File: src/hw/rtl/itd_pkg.sv
`timescale 1ns / 1ps
// ----------------------------------------------------------------------------
// itd_pkg: shared types and constants for the integer to text converter
// Beat types, operation and mode codes, character codes and the
// command/status bundles between controller and datapath.
// ----------------------------------------------------------------------------
package itd_pkg;

	localparam int CHAR_BITS_DEF = 16;
	localparam int DEC_PLACES    = 10;
	localparam int HEX_PLACES    = 8;
	localparam int VALUE_BITS    = 32;

	// operation codes
	localparam logic [1:0] OP_SDEC = 2'd0;
	localparam logic [1:0] OP_UDEC = 2'd1;
	localparam logic [1:0] OP_HEX  = 2'd2;
	localparam logic [1:0] OP_RSVD = 2'd3;

	// conversion modes
	localparam logic [1:0] MODE_SIGNED = 2'd0;
	localparam logic [1:0] MODE_PADDED = 2'd1;
	localparam logic [1:0] MODE_HEX    = 2'd2;
	localparam logic [1:0] MODE_NONE   = 2'd3;

	// character codes
	localparam logic [15:0] ASC_ZERO  = 16'h0030;
	localparam logic [15:0] ASC_UPA   = 16'h0041;
	localparam logic [15:0] ASC_MINUS = 16'h002D;

	typedef struct packed {
		logic [1:0]  op;
		logic [31:0] value;
		logic [15:0] pad_char;
	} item_t;

	typedef struct packed {
		logic [15:0] char_out;
		logic        last;
	} text_t;

	typedef struct packed {
		logic       load;      // capture the input beat
		logic       step;      // one shift-and-add-3 iteration
		logic       put;       // write a character into the output register
		logic       put_sign;  // the character is the minus sign
		logic       last;      // the character ends the text
		logic [3:0] pos;       // digit position to emit
	} cmd_t;

	typedef struct packed {
		logic [1:0] mode;
		logic       neg;
		logic [3:0] ndig;      // significant decimal digits, 1..10
		logic       out_free;
	} stat_t;

endpackage

File: src/hw/rtl/itd_ctrl.sv
`timescale 1ns / 1ps
// ----------------------------------------------------------------------------
// itd_ctrl: sequencer for the integer to text converter
// Accepts a beat, runs the binary to BCD iterations for decimal modes and steps
// through the character positions while the output register has room.
// ----------------------------------------------------------------------------
module itd_ctrl (
	input  logic          clk,
	input  logic          arst_n,
	input  logic          item_valid,
	output logic          item_stall,
	input  itd_pkg::stat_t stat,
	output itd_pkg::cmd_t  cmd
);

	localparam logic [2:0] ST_IDLE  = 3'd0;
	localparam logic [2:0] ST_START = 3'd1;
	localparam logic [2:0] ST_CONV  = 3'd2;
	localparam logic [2:0] ST_PREP  = 3'd3;
	localparam logic [2:0] ST_SIGN  = 3'd4;
	localparam logic [2:0] ST_EMIT  = 3'd5;

	localparam int CNT_W = $clog2(itd_pkg::VALUE_BITS);
	localparam logic [CNT_W-1:0] CNT_LAST = CNT_W'(itd_pkg::VALUE_BITS - 1);

	logic [2:0]       state_q, state_d;
	logic [CNT_W-1:0] cnt_q, cnt_d;
	logic [3:0]       pos_q, pos_d;

	assign item_stall = (state_q != ST_IDLE);

	always_comb begin
		state_d      = state_q;
		cnt_d        = cnt_q;
		pos_d        = pos_q;
		cmd          = '0;
		cmd.pos      = pos_q;
		unique case (state_q)
			ST_IDLE: begin
				if (item_valid) begin
					cmd.load = 1'b1;
					state_d  = ST_START;
				end
			end
			ST_START: begin
				unique case (stat.mode)
					itd_pkg::MODE_NONE: state_d = ST_IDLE;
					itd_pkg::MODE_HEX: begin
						pos_d   = 4'(itd_pkg::HEX_PLACES - 1);
						state_d = ST_EMIT;
					end
					itd_pkg::MODE_SIGNED, itd_pkg::MODE_PADDED: begin
						cnt_d   = '0;
						state_d = ST_CONV;
					end
				endcase
			end
			ST_CONV: begin
				cmd.step = 1'b1;
				cnt_d    = cnt_q + 1'b1;
				if (cnt_q == CNT_LAST) begin
					state_d = ST_PREP;
				end
			end
			ST_PREP: begin
				pos_d   = (stat.mode == itd_pkg::MODE_PADDED) ?
					4'(itd_pkg::DEC_PLACES - 1) : stat.ndig - 4'd1;
				state_d = stat.neg ? ST_SIGN : ST_EMIT;
			end
			ST_SIGN: begin
				if (stat.out_free) begin
					cmd.put      = 1'b1;
					cmd.put_sign = 1'b1;
					state_d      = ST_EMIT;
				end
			end
			ST_EMIT: begin
				if (stat.out_free) begin
					cmd.put  = 1'b1;
					cmd.last = (pos_q == 4'd0);
					if (pos_q == 4'd0) begin
						state_d = ST_IDLE;
					end else begin
						pos_d = pos_q - 4'd1;
					end
				end
			end
			default: state_d = ST_IDLE;
		endcase
	end

	always_ff @(posedge clk or negedge arst_n) begin
		if (!arst_n) begin
			state_q <= ST_IDLE;
			cnt_q   <= '0;
			pos_q   <= '0;
		end else begin
			state_q <= state_d;
			cnt_q   <= cnt_d;
			pos_q   <= pos_d;
		end
	end

endmodule

File: src/hw/rtl/itd_dp.sv
`timescale 1ns / 1ps
// ----------------------------------------------------------------------------
// itd_dp: datapath of the integer to text converter
// Holds the operand, the BCD shift register and the output register, and
// forms each character from the digit at the position the sequencer names.
// ----------------------------------------------------------------------------
module itd_dp #(
	parameter int CHAR_BITS = itd_pkg::CHAR_BITS_DEF
) (
	input  logic           clk,
	input  logic           arst_n,
	input  itd_pkg::item_t item,
	input  itd_pkg::cmd_t  cmd,
	output itd_pkg::stat_t stat,
	output logic           text_valid,
	input  logic           text_stall,
	output itd_pkg::text_t text
);

	localparam logic [15:0] CHAR_MASK = 16'((32'd1 << CHAR_BITS) - 32'd1);

	logic [1:0]                                mode_q;
	logic                                      neg_q;
	logic [15:0]                               pad_q;
	logic [itd_pkg::VALUE_BITS-1:0]            sr_q;
	logic [itd_pkg::DEC_PLACES-1:0][3:0]       bcd_q;
	logic                                      out_valid_q;
	itd_pkg::text_t                            out_q;

	logic [1:0]                                mode_d;
	logic [15:0]                               pad_m;
	logic                                      neg_d;
	logic [itd_pkg::DEC_PLACES-1:0][3:0]       bcd_adj;
	logic [3:0]                                ndig;
	logic [itd_pkg::HEX_PLACES-1:0][3:0]       nibs;
	logic [3:0]                                nib;
	logic [3:0]                                dig;
	logic [15:0]                               ch;

	// decode the operation at load
	assign pad_m = item.pad_char & CHAR_MASK;
	always_comb begin
		unique case (item.op)
			itd_pkg::OP_SDEC: mode_d = itd_pkg::MODE_SIGNED;
			itd_pkg::OP_UDEC: mode_d = (pad_m == 16'd0) ? itd_pkg::MODE_SIGNED
			                                            : itd_pkg::MODE_PADDED;
			itd_pkg::OP_HEX:  mode_d = itd_pkg::MODE_HEX;
			itd_pkg::OP_RSVD: mode_d = itd_pkg::MODE_NONE;
		endcase
	end
	assign neg_d = (mode_d == itd_pkg::MODE_SIGNED) && item.value[itd_pkg::VALUE_BITS-1];

	// add 3 to every digit of five or more before the shift
	always_comb begin
		for (int i = 0; i < itd_pkg::DEC_PLACES; i++) begin
			bcd_adj[i] = (bcd_q[i] >= 4'd5) ? bcd_q[i] + 4'd3 : bcd_q[i];
		end
	end

	// count significant digits, at least one
	always_comb begin
		ndig = 4'd1;
		for (int i = 0; i < itd_pkg::DEC_PLACES; i++) begin
			if (bcd_q[i] != 4'd0) begin
				ndig = 4'(i + 1);
			end
		end
	end

	assign nibs = sr_q;
	assign nib  = nibs[cmd.pos[2:0]];
	assign dig  = bcd_q[cmd.pos];

	always_comb begin
		if (cmd.put_sign) begin
			ch = itd_pkg::ASC_MINUS;
		end else if (mode_q == itd_pkg::MODE_HEX) begin
			ch = (nib < 4'd10) ? itd_pkg::ASC_ZERO + 16'(nib)
			                   : itd_pkg::ASC_UPA + 16'(nib) - 16'd10;
		end else if (mode_q == itd_pkg::MODE_PADDED && cmd.pos >= ndig) begin
			ch = pad_q;
		end else begin
			ch = itd_pkg::ASC_ZERO + 16'(dig);
		end
	end

	assign stat.mode     = mode_q;
	assign stat.neg      = neg_q;
	assign stat.ndig     = ndig;
	assign stat.out_free = !out_valid_q || !text_stall;

	always_ff @(posedge clk) begin
		if (cmd.load) begin
			mode_q <= mode_d;
			neg_q  <= neg_d;
			pad_q  <= pad_m;
			sr_q   <= neg_d ? ('0 - item.value) : item.value;
			bcd_q  <= '0;
		end else if (cmd.step) begin
			{bcd_q, sr_q} <= {bcd_adj, sr_q} << 1;
		end
		if (cmd.put) begin
			out_q.char_out <= ch & CHAR_MASK;
			out_q.last     <= cmd.last;
		end
	end

	always_ff @(posedge clk or negedge arst_n) begin
		if (!arst_n) begin
			out_valid_q <= 1'b0;
		end else if (cmd.put) begin
			out_valid_q <= 1'b1;
		end else if (!text_stall) begin
			out_valid_q <= 1'b0;
		end
	end

	assign text_valid = out_valid_q;
	assign text       = out_q;

endmodule

File: src/hw/rtl/integer_to_text_digits.sv
`timescale 1ns / 1ps
// ----------------------------------------------------------------------------
// integer_to_text_digits: 32-bit number to decimal or hex text
// Converts one number per input beat into a string of characters.
// ----------------------------------------------------------------------------
// Usage:
//   item channel: one beat carries op, value and pad_char. It is taken when
//   item_valid is high and item_stall is low. Op 0 writes signed decimal,
//   op 1 ten-place unsigned decimal filled on the left with the pad (a pad
//   of zero writes signed decimal instead), op 2 eight uppercase hex
//   digits, op 3 produces no text.
//   text channel: one beat per character, most significant first, with
//   last set on the final character; no terminator is sent.
//   Timing: decimal text first needs the shift-and-add-3 iterations, one
//   per bit of the value, before the first character appears; hex text
//   skips them. Characters then follow one per cycle while text_stall is
//   low. The converter works on one number at a time; a new beat is
//   taken once the final character sits in the output register.
//   Stall: text_stall holds the output register and the sequencer waits;
//   no character is lost.
//   Reset: arst_n clears the sequencer and the output valid at once.
// ----------------------------------------------------------------------------
module integer_to_text_digits #(
	parameter int CHAR_BITS = itd_pkg::CHAR_BITS_DEF
) (
	input  logic           clk,
	input  logic           arst_n,
	input  logic           item_valid,
	output logic           item_stall,
	input  itd_pkg::item_t item,
	output logic           text_valid,
	input  logic           text_stall,
	output itd_pkg::text_t text
);

	itd_pkg::cmd_t  cmd;
	itd_pkg::stat_t stat;

	// sequencer: accept, iterate, step through character positions
	itd_ctrl u_ctrl (
		.clk        (clk),
		.arst_n     (arst_n),
		.item_valid (item_valid),
		.item_stall (item_stall),
		.stat       (stat),
		.cmd        (cmd)
	);

	// operand, BCD register, character forming and output register
	itd_dp #(
		.CHAR_BITS (CHAR_BITS)
	) u_dp (
		.clk        (clk),
		.arst_n     (arst_n),
		.item       (item),
		.cmd        (cmd),
		.stat       (stat),
		.text_valid (text_valid),
		.text_stall (text_stall),
		.text       (text)
	);

endmodule

File: config.mk
export PLATFORM = sky130hd
export DESIGN_NAME = integer_to_text_digits
export DESIGN_NICKNAME = d
export VERILOG_FILES = /design/src/hw/rtl/itd_pkg.sv /design/src/hw/rtl/itd_ctrl.sv /design/src/hw/rtl/itd_dp.sv /design/src/hw/rtl/integer_to_text_digits.sv
export SDC_FILE = /design/constraint.sdc
export NUM_CORES = 1
export LEC_CHECK = 0
export BUFFER_PORTS_ARGS = -buffer_cell sky130_fd_sc_hd__buf_2
export CORE_ASPECT_RATIO = 1.25
export CORE_MARGIN = 1.5
export CORE_UTILIZATION = 50
export DETAILED_ROUTE_END_ITERATION = 12
export PLACE_DENSITY_LB_ADDON = 0.15
export SLEW_MARGIN = 20
export SYNTH_ARGS = -nofsm -noshare
export SYNTH_HDL_FRONTEND = slang
export SYNTH_HIERARCHICAL = 1
export SYNTH_SLANG_ARGS = --single-unit
File: constraint.sdc
create_clock -name clk -period 4.88 [get_ports clk]
set_clock_uncertainty 0.2 [all_clocks]
set_input_delay 0.488 -clock clk [delete_from_list [all_inputs] [get_ports clk]]
set_output_delay 0.488 -clock clk [all_outputs]
set_load 0.01 [all_outputs]
==> Word-level counts from Yosys, hierarchy flattened <==
Index checks and enable logic that the tools add are counted.
{ "word_totals": {"output_inout_bits": 19, "inputBits": 54, "word_cells": 157, "ff_bits": 121} }
{ "op_classes": {"order_cmp": 14, "add_sub_neg": 18, "n_eq_ne": 21, "muxes": 55, "n_reduce_logical": 29} }
{ "ops": {"columns": ["operator", "count"], "rows": [
  ["$mux W32", 3],
  ["$mux W4", 18],
  ["$mux W16", 3],
  ["$ge A4 B3 Y1 const B", 10],
  ["$add A4 B2 Y4 const B", 9],
  ["$reduce_bool A4 Y1", 9],
  ["$sub A1 B32 Y32 const A", 1],
  ["$mux W3", 10],
  ["$pmux W3 S6", 1],
  ["$bmux W4 S4", 1],
  ["$logic_not A16 Y1", 1],
  ["$sub A16 B4 Y16 const B", 1],
  ["$add A6 B4 Y7 const A", 2],
  ["$bmux W4 S3", 1],
  ["$pmux W4 S3", 1],
  ["$ne A2 B1 Y1 const B", 5],
  ["$pmux W5 S2", 1],
  ["$mux W1", 9],
  ["$pmux W3 S3", 1],
  ["$add A7 B4 Y8 const A", 1],
  ["$eq A2 B2 Y1 const B", 4],
  ["$ne A2 B2 Y1 const B", 4],
  ["$pmux W2 S4", 1],
  ["$sub A4 B1 Y4 const B", 2],
  ["other kinds (26)", 38]
]} }

==> Logic depth before layout (Yosys ltp) <==
{ "logic_depth": {"depth_word": 14, "ltp_mapped": 15, "depth_no_buf": 14} }

==> By module <==
The synthesis kept the hierarchy.
{ "modules_own_cells": {"columns": ["module", "seq_area_each_um2", "n_inst", "cells_per_inst", "area_per_inst_um2"], "rows": [
  ["itd_dp", 2867.8, 1, 677, 6487.5],
  ["itd_ctrl", 300.3, 1, 89, 835.8]
]} }

==> Least setup slack after synthesis <==
No wires, ideal clock.
{ "synth_timing": {"kind": "reg-to-reg", "start": "register u_ctrl.state_q[0]", "end": "register u_dp.sr_q, in the netlist u_dp/nibs[0], enable pin", "t_arrival_ns": 2.896, "required_time_ns": 4.305, "setup_time_ns": 0.375, "n_path_buf": 2, "stages_incl_launch_ff": 6, "slack_ns": 1.409, "synth_period_minus_slack_ns": 3.471, "path_cell_list": "dfrtp_1 -> buf_2 -> or3_2 -> nor2_1 -> clkbuf_1 -> or2_2"} }
{ "synth_rtl": {"columns": ["element", "line", "source"], "rows": [
  ["start, declared", "itd_ctrl.sv:26", "logic [2:0] state_q, state_d;"],
  ["start signal, assigned", "itd_ctrl.sv:98", "state_q <= state_d;"],
  ["end signal, assigned", "itd_dp.sv:97", "sr_q <= neg_d ? ('0 - item.value) : item.value;"],
  ["end signal, assigned", "itd_dp.sv:100", "{bcd_q, sr_q} <= {bcd_adj, sr_q} << 1;"],
  ["end, declared", "itd_dp.sv:25", "logic [itd_pkg::VALUE_BITS-1:0] sr_q;"]
]} }

==> key figures <==
Detailed routing
  • Drt first pass iters: 5
  • Via-per-instance ratio: around 5.8
  • Number of design-rule violations left by the first detailed-router iteration: 396
  • DR WL/cell: approximately 17 µm
  • Number of routed nets with antenna violations: 0
  • Total number of vias: just under 6k
  • Routed wire length: between 15000 and 20000 µm
  • Detailed-route DRC error count: 0

Layout
  • Post-route cell area: approximately 8400 µm²
  • Non-filler cells in the finished layout: roughly 1k
  • Layout net count: 914
  • Most common library cell in the layout ignoring fill and taps: sky130_fd_sc_hd__nor2_1
  • Filler Cell Count: roughly 1.3k
  • Core Util, Final: between 50% and 60%
  • P&R area growth vs syn: 14.7%
  • Share of final-layout standard cells stronger than drive strength 1: a little under a fifth
  • Commonest non-fill, non-tap cells in the layout: sky130_fd_sc_hd__nor2_1 (95), sky130_fd_sc_hd__a21oi_1 (81), sky130_fd_sc_hd__buf_2 (72), sky130_fd_sc_hd__edfxtp_1 (68), sky130_fd_sc_hd__o21ai_0 (46)

CTS
  • Clock insertion delay at the later pin of the skew report: between 0.4 and 0.5 ns
  • Clock transition time at the flip-flop clock pins of the worst setup and hold paths: around 0.05 ns
  • Root buffer cell: sky130_fd_sc_hd__clkbuf_16
  • H-tree Lvls: 4
  • Clock tree buffer depth: 2
  • Clock sink count: 121
  • Clock buffer count from CTS: 17
  • Gates resized, CTS repair: 0
  • CTS tree: done
  • Setup repair bufs after CTS: 0

Timing
  • Final setup fails: 0
  • Final min period: approximately 3.3 ns
  • Worst slack on hold paths: 0.0705 ns
  • Worst slew margin relative to its limit: between 40% and 50%
  • Transition time of the tightest slew-check pin: between 0.8 and 0.9 ns
  • Final count of hold timing violations: 0
  • Fraction of the cycle the final worst path needs: slightly below 70%
  • Total Neg Setup Slack: 0 ns
  • Least setup slack across all paths after layout: 1.54 ns
  • Unrepaired setup endpoints after global routing: no
  • F_max: 299 MHz
  • Count of final max-slew check failures: 0

Global routing
  • Via count of the first global-routing pass: around 5.7k
  • Antenna violations before repair: 1
  • Global-route wire length before repair: approximately 27000 µm
  • Aggregate global-route resource usage: between 20% and 30%
  • Maximum number of pins on one net before global-route repair: a little under 60
  • Remaining global-route overflow: 0

Floorplan
  • Full die area: between 15000 and 20000 µm²
  • Floorplan Core Area: approximately 14000 µm²
  • Initial core utilization: approximately 50%
  • Vert. Die Dim: between 100 and 150 µm
  • Ports placed on the boundary: 73
  • Number of rows created at floorplan: between 40 and 50
  • Horizontal extent of the die: 111 µm

Logic synthesis
  • Portion of the post-synthesis area used by sequential elements: 43.3%
  • Top cell type by total area after synthesis: sky130_fd_sc_hd__edfxtp_1
  • Area fraction in and, or, nand and nor cells after synthesis: 18.2%
  • Number of synthesized register bits: between 100 and 150
  • Post-synthesis compound-gate area fraction: about 15%
  • Multiplexer share of the synthesized area: 7.79%
  • Adder-cell area share of the yosys netlist: under 10%
  • Top cells by area, synth: sky130_fd_sc_hd__edfxtp_1 (28%), sky130_fd_sc_hd__dfxtp_1 (11%), sky130_fd_sc_hd__a21oi_1 (5.5%), sky130_fd_sc_hd__ha_1 (5.5%), sky130_fd_sc_hd__nor2_1 (4.9%)
  • Synthesized netlist net count: roughly 850
  • Area of the mapped netlist: 7320 µm²
  • Number of enable-type register cells in the synthesized netlist: between 60 and 70
  • Area share of xor/xnor cells in the synthesized design: between 6 and 7%
  • Post-synth top area share: 27.9%
  • Count of synthesis-stage warnings from yosys: 6
  • Primary FF master, synth: sky130_fd_sc_hd__edfxtp_1
  • Mean post-synth cell area: ~9.6 µm²
  • Synth unique cells: 69
  • Synth Instances: 766
  • Async set or reset register ratio after synthesis: between 10% and 20%
  • Combinational family with the most area after synthesis: simple AND/OR/NAND/NOR gates

Status
  • Status: finished clean

Worst hold path
  • Path type of the worst min-delay path: in2reg

Critical path
  • Startpoint types: register
  • Kind of critical path: reg2reg
  • CP Data Required Time: around 4.8 ns
  • Arrival time of data at the critical path endpoint: ~3.3 ns
  • Reg-to-reg setup timing slack: 1.54 ns
  • Crit-path max FO: 11
  • Critical path capture point type: register

Placed design
  • Number of input and output port buffers inserted: 72
  • Setup WS pre-CTS: 1.60 ns
  • Half-perimeter wire length after placement: ~12000 µm
  • Final RePlAce weighted congestion: between 0.8 and 0.9
  • Placed cell count: between 900 and 1k
  • Placed cell area: about 7800 µm²

Power
  • Proportion of total power due to net switching: between 40% and 50%
  • Leak: roughly 3.2 nW
  • Pwr dens: between 600 and 700 nW/µm²
  • Cell internal pwr: about 3.4 mW
  • Sequential cell fraction of total power: about a third
  • Logic pwr share: between 40% and 50%
  • Clock network fraction of design power: between 20% and 30%
  • Power dissipated by switching net loads: approximately 2.4 mW
  • Worst supply voltage drop on vdd: between 0.5 and 0.6 mV
  • Total power: approximately 5.7 mW

Flow run
  • Reported max-cap violation count: 0
[final timing paths]
path | startpoint | to | cells after the start
worst max register to register | u_dp/bcd_q[4] | u_dp/text[3] | 14
worst min register to register | u_ctrl/cnt_q[0] | u_ctrl/cnt_q[0] | 1
worst min-delay path | item[14] | u_dp/pad_q[14] | 1
worst max-delay path | u_dp/bcd_q[4] | u_dp/text[3] | 14
max in group asynchronous | arst_n | u_ctrl/pos_q[3] | 2
min in group asynchronous | arst_n | u_ctrl/pos_q[1] | 2
[routing by layer]
metal	global-route usage [%]	wire length (µm)	up-vias
met2	38.4	8370	166
met4	8.86	382	0
met5	0	0	-
li1	-	-	2878
met3	4.30	859	29
met1	27.0	7280	2807
[area by class of cell]
type	instances	area, µm²	share of cell area [%]
Sequential cell	121	3170	37.7
Multi-Input combinational cell	567	3860	46.0
Tap cell	178	223	2.65
Antenna cell	1	2.50	0.0298
Clock buffer	20	447	5.32
Clock inverter	12	104	1.24
Timing Repair Buffer	80	435	5.18
Inverter	41	154	1.83
[cell families (layout without fill, tap and decap cells)]
kind of cell    count (synthesis)  in the layout
simple gates                  265            265
other cells                     0              1
fa+ha+maj                      32             32
buf+inv                        78            153
flops                         121            121
compound gates                180            180
xor+xnor                       51             51
mux                            39             39
[worst max-delay path, cell delays in order, from the launching register on]
cell,delay [ns]
sky130_fd_sc_hd__dfxtp_1,0.35
sky130_fd_sc_hd__inv_1,0.11
sky130_fd_sc_hd__ha_1,0.22
sky130_fd_sc_hd__nor3b_1,0.27
sky130_fd_sc_hd__o211ai_1,0.12
sky130_fd_sc_hd__a31oi_1,0.16
sky130_fd_sc_hd__o21ai_0,0.10
sky130_fd_sc_hd__a21oi_1,0.33
sky130_fd_sc_hd__ha_1,0.29
sky130_fd_sc_hd__nor2_1,0.10
sky130_fd_sc_hd__a21oi_1,0.07
sky130_fd_sc_hd__o31ai_1,0.20
sky130_fd_sc_hd__buf_4,0.21
sky130_fd_sc_hd__a31oi_1,0.09
sky130_fd_sc_hd__a211o_1,0.27
[power by group through the flow]
stage	Clock, mW	Sequential (mW)	Combinational [mW]
after floorplan	0	1.84	2.00
after global placement	0	1.94	2.50
after detailed placement	0	1.96	2.60
after CTS	1.18	1.94	2.62
after global routing	1.22	2.00	2.95
final	1.16	1.95	2.63
[timing repair]
action | CTS | global route
hold buffers | 1 | 0
setup endpoints to repair | 0 | 0
hold endpoints to repair | 13 | 0
[cells in the mapped netlist, types with 3 or more instances]
master and number:
sky130_fd_sc_hd__o22ai_1 5, sky130_fd_sc_hd__a22o_1 4, sky130_fd_sc_hd__clkbuf_1 25, sky130_fd_sc_hd__nor4_1 6, sky130_fd_sc_hd__xnor2_1 13, sky130_fd_sc_hd__dfxtp_1 40
sky130_fd_sc_hd__nor3_1 15, sky130_fd_sc_hd__or2_2 4, sky130_fd_sc_hd__or3_1 4, sky130_fd_sc_hd__edfxtp_1 68, sky130_fd_sc_hd__nand2b_1 20, sky130_fd_sc_hd__o21ai_0 46
sky130_fd_sc_hd__inv_1 39, sky130_fd_sc_hd__a21oi_1 81, sky130_fd_sc_hd__o311ai_0 4, sky130_fd_sc_hd__nor2_1 96, sky130_fd_sc_hd__xor2_1 38, sky130_fd_sc_hd__nor2b_1 6
sky130_fd_sc_hd__o31ai_1 3, sky130_fd_sc_hd__o311ai_2 4, sky130_fd_sc_hd__mux4_2 14, sky130_fd_sc_hd__mux2i_1 24, sky130_fd_sc_hd__a31oi_1 4, sky130_fd_sc_hd__ha_1 32
sky130_fd_sc_hd__buf_2 7, sky130_fd_sc_hd__nor3b_1 6, sky130_fd_sc_hd__nand3_1 29, sky130_fd_sc_hd__dfrtp_1 13, sky130_fd_sc_hd__nand3b_1 3, sky130_fd_sc_hd__and2_1 11
sky130_fd_sc_hd__o211ai_1 15, sky130_fd_sc_hd__nand4_1 3, sky130_fd_sc_hd__nand2_1 41
[state kept, by name, indices dropped and copies added, names as in the netlist]
register,flops
u_dp/bcd_q,40
u_dp/nibs,32
u_dp/text,17
u_dp/pad_q,16
u_ctrl/cnt_q,5
u_ctrl/pos_q,4
u_ctrl/state_q,3
u_dp/mode_q,2
u_dp/neg_q,1
u_dp/text_valid,1
Note: power is estimated with default switching activity, not from simulation.
